--- config.mk ---
export PLATFORM = sky130hd
export DESIGN_NAME = clt_lane_alu
export DESIGN_NICKNAME = d
export VERILOG_FILES = /design/src/hdl/clt_pkg.sv /design/src/hdl/clt_lane_alu.sv
export SDC_FILE = /design/constraint.sdc
export NUM_CORES = 1
export LEC_CHECK = 0
export ABC_AREA = 1
export BUFFER_PORTS_ARGS = -buffer_cell sky130_fd_sc_hd__buf_2
export CAP_MARGIN = 20
export CORE_UTILIZATION = 35
export DETAILED_ROUTE_END_ITERATION = 10
export SLEW_MARGIN = 20
export SYNTH_ARGS = -nofsm -noshare
export SYNTH_HDL_FRONTEND = slang
export SYNTH_SLANG_ARGS = --single-unit
--- constraint.sdc ---
create_clock -name vclk -period 4.9
set_input_delay 0.245 -clock vclk [all_inputs]
set_output_delay 0.245 -clock vclk [all_outputs]
set_load 0.05 [all_outputs]
--- src/hdl/clt_pkg.sv ---
// Shared types and constants for the color lookup table engine.
`default_nettype none

package clt_pkg;

    localparam int LANES           = 4;
    localparam int LANE_W          = 8;
    localparam int ENTRIES_DEFAULT = 256;
    localparam int GAIN_W          = 17;
    localparam int AMOUNT_W        = 9;
    localparam logic [LANE_W-1:0] LANE_MAX = 8'd255;

    typedef enum logic [2:0] {
        CMD_RESET    = 3'd0,
        CMD_SATURATE = 3'd1,
        CMD_MULTIPLY = 3'd2,
        CMD_ADD      = 3'd3,
        CMD_INVERT   = 3'd4,
        CMD_WRITE    = 3'd5,
        CMD_READ     = 3'd6,
        CMD_UNUSED   = 3'd7
    } cmd_t;

    typedef logic [LANES-1:0][LANE_W-1:0] lut_word_t;

    // Operands held for the duration of one table sweep
    typedef struct packed {
        cmd_t                        cmd;
        logic [LANE_W-1:0]           low;
        logic [LANE_W-1:0]           high;
        logic [GAIN_W-1:0]           gain_mag;
        logic signed [AMOUNT_W-1:0]  amount;
    } lane_ctrl_t;

endpackage

`default_nettype wire

--- src/hdl/clt_lane_alu.sv ---
// Four-lane entry update unit shared by every table-wide command.
`default_nettype none

module clt_lane_alu
    import clt_pkg::*;
(
    input  wire lane_ctrl_t          ctrl,
    input  wire logic [LANE_W-1:0]   ramp,
    input  wire lut_word_t           word_in,
    output lut_word_t                word_out
);

    // Update each lane of the word independently
    always_comb
    begin
        logic [LANE_W-1:0]              e;
        logic [LANE_W+GAIN_W-1:0]       prod;
        logic [GAIN_W-1:0]              scaled;
        logic signed [LANE_W+1:0]       sum;
        for (int l = 0; l < LANES; l++)
        begin
            e      = word_in[l];
            prod   = (LANE_W+GAIN_W)'(e) * (LANE_W+GAIN_W)'(ctrl.gain_mag);
            scaled = prod[LANE_W+GAIN_W-1:LANE_W];
            sum    = $signed({2'b00, e}) + (LANE_W+2)'(ctrl.amount);
            unique case (ctrl.cmd)
                CMD_RESET:
                    word_out[l] = ramp;
                CMD_SATURATE:
                begin
                    if (e < ctrl.low)
                        word_out[l] = ctrl.low;
                    else if (e > ctrl.high)
                        word_out[l] = ctrl.high;
                    else
                        word_out[l] = e;
                end
                CMD_MULTIPLY:
                    word_out[l] = (scaled > GAIN_W'(LANE_MAX)) ? LANE_MAX
                                                                : scaled[LANE_W-1:0];
                CMD_ADD:
                begin
                    if (sum[LANE_W+1])
                        word_out[l] = '0;
                    else if (sum[LANE_W])
                        word_out[l] = LANE_MAX;
                    else
                        word_out[l] = sum[LANE_W-1:0];
                end
                CMD_INVERT:
                    word_out[l] = ~e;
                default:
                    word_out[l] = e;
            endcase
        end
    end

endmodule

`default_nettype wire
==> results of run 1 <==
[how the worst min path moves through the flow]
stage	endpoint	cells after the start	start	slack (ns)
final	word_out[24]	6	ramp[0]	1.01
after global routing	word_out[5]	5	ramp[5]	1.04
after CTS	word_out[7]	5	ramp[7]	1.00
after detailed placement	word_out[7]	5	ramp[7]	1.08
after global placement	word_out[6]	6	ramp[6]	1.07
after floorplan	word_out[23]	3	ctrl[44]	0.76
[cell usage after synthesis, types with 8 or more instances]
cell type / n / share of area, %
nor2_4: 9 / 0.42
nand3_2: 12 / 0.50
inv_1: 1063 / 16
ha_1: 260 / 13
buf_1: 9 / 0.14
o21ai_0: 82 / 1.7
o21a_1: 8 / 0.25
o211ai_1: 33 / 1.0
or2_2: 10 / 0.26
nand2_1: 1233 / 19
xnor2_1: 32 / 1.2
nand3b_1: 8 / 0.25
nand4_1: 72 / 1.9
nor2_1: 144 / 2.2
clkbuf_1: 114 / 1.8
nand2_2: 33 / 0.85
xor2_1: 24 / 0.87
nor3_1: 20 / 0.41
a21oi_1: 175 / 3.6
nand3_1: 106 / 2.2
fa_1: 360 / 30
buf_2: 8 / 0.17
[stage by stage]
stage / hold WS [ns] / total power, mW / worst slack (ns)
floorplan: 0.7645 / 7.914 / 0.001775
global placement: 1.069 / 12.99 / -0.5007
detailed placement: 1.079 / 13.02 / -0.5548
CTS: 1.002 / 15.97 / -0.1378
global route: 1.043 / 18.48 / -0.3586
finish: 1.007 / 16.86 / -0.1634
[critical path, cell delays in order]
cell and delay [ns]:
buf_12 0.12, buf_12 0.15, buf_6 0.13, nand2_4 0.05, fa_2 0.44, fa_1 0.53
inv_2 0.04, fa_1 0.51, inv_2 0.05, fa_1 0.57, inv_2 0.05, ha_4 0.29
nand2_4 0.07, nor2_4 0.14, nand4_1 0.12, nand2_2 0.12, nand2_2 0.08, nand3_2 0.06
nand2_1 0.04, nand2_1 0.07, nand3_2 0.09, nor2_4 0.19, nand4_1 0.26, nand2_1 0.15
nand3_2 0.08, buf_8 0.16
[logic make-up after synthesis]
logic type                 share of synthesized area [%]
buffers and inverters                              18.80
adders and majority gates                          43.16
and+or+nand+nor                                    28.65
AOI/OAI and AO/OA                                  6.856
xor gates and xnor gates                           2.540
[layout make-up]
| cell class | count | area, µm² | area share, % |
|---|---|---|---|
| diodes | 10 | 25.02 | 0.07928 |
| inverters | 1069 | 4013 | 12.71 |
| multi-input cells | 2655 | 21700 | 68.75 |
| well taps | 931 | 1165 | 3.690 |
| repair buffers | 522 | 4663 | 14.77 |
[routing by layer]
layer | vias up | wire (µm)
met2 | 668 | 41250
met5 | - | 0
met3 | 135 | 4241
met4 | 0 | 3059
li1 | 12120 | -
met1 | 11810 | 36090
[power by group through the flow]
| stage | Combinational, mW | Clock, mW | Sequential [mW] |
|---|---|---|---|
| 6_report | 16.9 | 0.000000274 | 0 |
| 5_1_grt | 18.5 | 0.000000273 | 0 |
| 4_1_cts | 16.0 | 0 | 0 |
| 3_5_place_dp | 13.0 | 0 | 0 |
| 3_3_place_gp | 13.0 | 0 | 0 |
| 2_1_floorplan | 7.91 | 0 | 0 |
[cells in the final DEF, fill, tap and decap left out, drive strengths merged, types with 8 or more instances in the layout]
cell type,netlist,final
o21ai,85,85
diode,0,10
fa,360,360
nand2,1272,1272
xnor2,33,33
inv,1067,1067
ha,260,260
nand3b,8,8
or2,10,10
nand4,72,72
o211ai,33,33
o21a,8,8
nor3,22,22
xor2,30,30
buf,21,518
nand3,118,118
a21oi,175,175
nor2,159,159
[repair_timing]
action                     CTS  global route
pin swaps                  177           121
setup buffers               43            18
cloned                       4             1
gates resized for setup    476           180
setup endpoints to repair   32            32
==> out/metrics.yaml, run 1 <==
outcome:
  outcome: "finished, violations left"
  violations: "negative setup slack"
drt:
  drc: 0
  vias_per_cell: 4.767
  drt-total-wl_mm: 84.64
  drt.antenna.violating_nets: 0
  wl_per_cell_um: 16.32
  vias: 24730
  firstDrtPassIters: 5
  drtIter0Drc: 1523
cells_and_area:
  layout.cells.non_filler: 5187
  nFlopsAndLatches: 0
  final_nets: 4953
  regArea_um2: 0
  fillers: 6981
  area_growth_pct: 30.24
  drive_above_1_share_pct: 23.58
  final_cell_area_um2: 31570
  clkbuf_count: 0
  fin_util_pct: 46.02
power:
  swShare_pct: 55.13
  switchingPower_mw: 9.296
  p_clk_share_pct: 0
  vdd_drop_max_v: 0.0003295
  seq_power_share_pct: 0
  combinationalPowerShare_pct: 100.0
  intPower_mw: 7.566
  powerDensity_nw_per_um2: 534.2
  p_leak_nw: 18.73
timing:
  period_minus_slack_ns: 5.063
  period_share_pct: 103.3
  worstMarginPinSlew_ns: 1.022
  hold_viol_final: 0
  fmax_mhz: 197.5
  setup_viol: 32
  slew_viol_final: 0
  setup_ws_ns: -0.1634
  setup_tns_ns: -2.958
  rsz0062_at_grt: "true"
  max_slew_margin_pct: 31.82
placed_design:
  dp_cells: 5113
  place_hpwl_mm: 68.85
  io_buffer_count: 117
  placed_area_um2: 28440
  place_congestion: 0.9650
global_routing:
  grt_start_max_net_pins: 33
  use_met2_pct: 43.02
  grt_antenna_before_repair: 10
  grt-busiest-layer: "met2"
  grtUsageTotal_pct: 24.05
  grt_overflow: 0
  grt_pass1_wl_mm: 134.4
  grt_pass1_vias: 24750
  globalRouteMet3Util_pct: 1.565
  grt_use_met1_pct: 30.85
min_path:
  holdCritPathClass: "input pin to primary output"
floorplan:
  dieHeight_um: 265.2
  io_pins: 117
  fp-row-count: 96
  initial_core_util_pct: 35.34
  die_area_um2: 70300
  die_w_um: 265.2
  coreArea_um2: 68590
setup_path:
  cp.arrival_ns: 4.82
  start_kind: "input pin"
  endpoint: "word_out[27]"
  crit_path_end_kind: "primary output"
  crit_start: "ctrl[14]"
  critPathKind: "input pin to primary output"
  cp_max_fo: 8
  required_ns: 4.66
yosys:
  yosysWarnings: 0
  syn_nets: 4564
  ys_seq_area_share_pct: 0
  yosysUniqueCellTypes: 36
  avgSynthCellArea_um2: 6.281
  syn_inst: 3859
  syn_area_um2: 24240
job:
  drv_cap: 0
clocking:
  postCtsHoldBufs: 0
Power figures use the tool's default switching activity.
==> run 2, diff against run 1 <==
Settings changed: MAX_ROUTING_LAYER set to met4.
==> out/metrics.yaml, run 2 (same netlist as run 1, synthesis figures left out) <==
floorplan:
  die_area_um2: 70300
  fp-row-count: 96
  initial_core_util_pct: 35.34
  io_pins: 117
  dieHeight_um: 265.2
  die_w_um: 265.2
  coreArea_um2: 68590
global_routing:
  grt_overflow: 0
  grt_pass1_vias: 24830
  grt_start_max_net_pins: 33
  grt_pass1_wl_mm: 136.2
  grt_antenna_before_repair: 11
  grtUsageTotal_pct: 25.19
drt:
  vias_per_cell: 4.775
  wl_per_cell_um: 16.52
  firstDrtPassIters: 5
  drc: 0
  drtIter0Drc: 1431
  drt-total-wl_mm: 85.68
  vias: 24770
  drt.antenna.violating_nets: 0
placed_design:
  place_ws_ns: -0.5228
  io_buffer_count: 117
  dp_cells: 5122
  place_hpwl_mm: 69.41
  place_congestion: 0.9768
setup_path:
  crit_slowest_cell: "fa_1"
  critPathKind: "input pin to primary output"
  cp_max_fo: 8
  cp_slowest_stage_delay_ns: 0.56
  cp.arrival_ns: 4.87
  crit_path_end_kind: "primary output"
  required_ns: 4.66
  start_kind: "input pin"
  crit_top_cell: "fa_1"
min_path:
  holdCritPathClass: "input pin to primary output"
cells_and_area:
  layout_commonest_cell: "nand2_1"
  regArea_um2: 0
  final_nets: 4954
  area_growth_pct: 30.21
  drive_above_1_share_pct: 23.08
  layout.cells.non_filler: 5188
  fin_util_pct: 46.01
  nFlopsAndLatches: 0
  layout_common_cells: "1105 x nand2_1, 1021 x inv_1, 348 x fa_1"
  clkbuf_count: 0
timing:
  hold_viol_final: 0
  hold_slack_ns: 1.003
  period_minus_slack_ns: 5.118
  period_share_pct: 104.5
  worstMarginPinSlew_ns: 1.030
  setup_viol: 31
  max_slew_margin_pct: 31.26
  rsz0062_at_grt: "true"
  fmax_mhz: 195.4
  slew_viol_final: 0
  setup_ws_ns: -0.2181
power:
  p_leak_nw: 18.69
  powerDensity_nw_per_um2: 532.2
  power_mw: 16.79
  vdd_drop_max_v: 0.0003691
job:
  drv_cap: 0
outcome:
  outcome: "finished, violations left"
  violations: "negative setup slack"
run 2: changes by cell type in the layout (fill, tap and decap cells not counted), moves of 5 or more:
cell,before,now
a21oi_2,35,28
nand2_2,125,136
buf_4,346,337
inv_2,61,43
a21oi_1,116,124
buf_2,47,52
nand2_4,39,31
inv_1,1006,1021
run 2: metal layers:
metal / GRT usage, % / vias up / wire, µm / share of wire (%)
li1: - / 12140 / - / -
met2: 43.68 / 654 / 42030 / 49
met4: 7.999 / 0 / 3183 / 3.7
met5: - / - / 0 / 0
met1: 31.17 / 11840 / 36350 / 42
met3: 1.694 / 137 / 4118 / 4.8
run 2: final timing paths:
check | end | cells after the start | from
worst max-delay path | word_out[23] | 27 | ctrl[16]
worst min-delay path | word_out[7] | 5 | ramp[7]
run 2: stage by stage:
step	area (µm²)	TNS [ns]
2_1_floorplan	24540	0
3_3_place_gp	28540	-12.47
3_5_place_dp	28540	-13.70
4_1_cts	30880	-2.374
5_1_grt	31560	-9.223
6_report	31560	-2.823
run 2: repair_timing:
item / CTS / global route
buffers inserted: 32 / 17
hold buffers: 0 / 0
resized for setup: 467 / 152
setup endpoints to repair: 32 / 32
pin swaps: 162 / 155
gates cloned: 7 / 1
run 2: critical path, delay by kind of cell:
family | cells | cell delay (ns)
simple gates | 13 | 1.34
buf+inv | 8 | 0.76
fa+ha+maj | 5 | 2.42
compound gates | 1 | 0.09
run 2: power breakdown:
group | total, mW | internal (mW) | switching [mW]
sequential | 0 | 0 | 0
clock | 0.000000274 | 0.000000274 | 0
combinational | 16.8 | 7.55 | 9.25
run 2: final cells by class:
cell class         instances  area [µm²]
repair buffers           523        4746
inverters               1069        4020
fillers                 6971       37030
diodes                    10       25.02
multi-input cells       2655       21600
well taps                931        1165
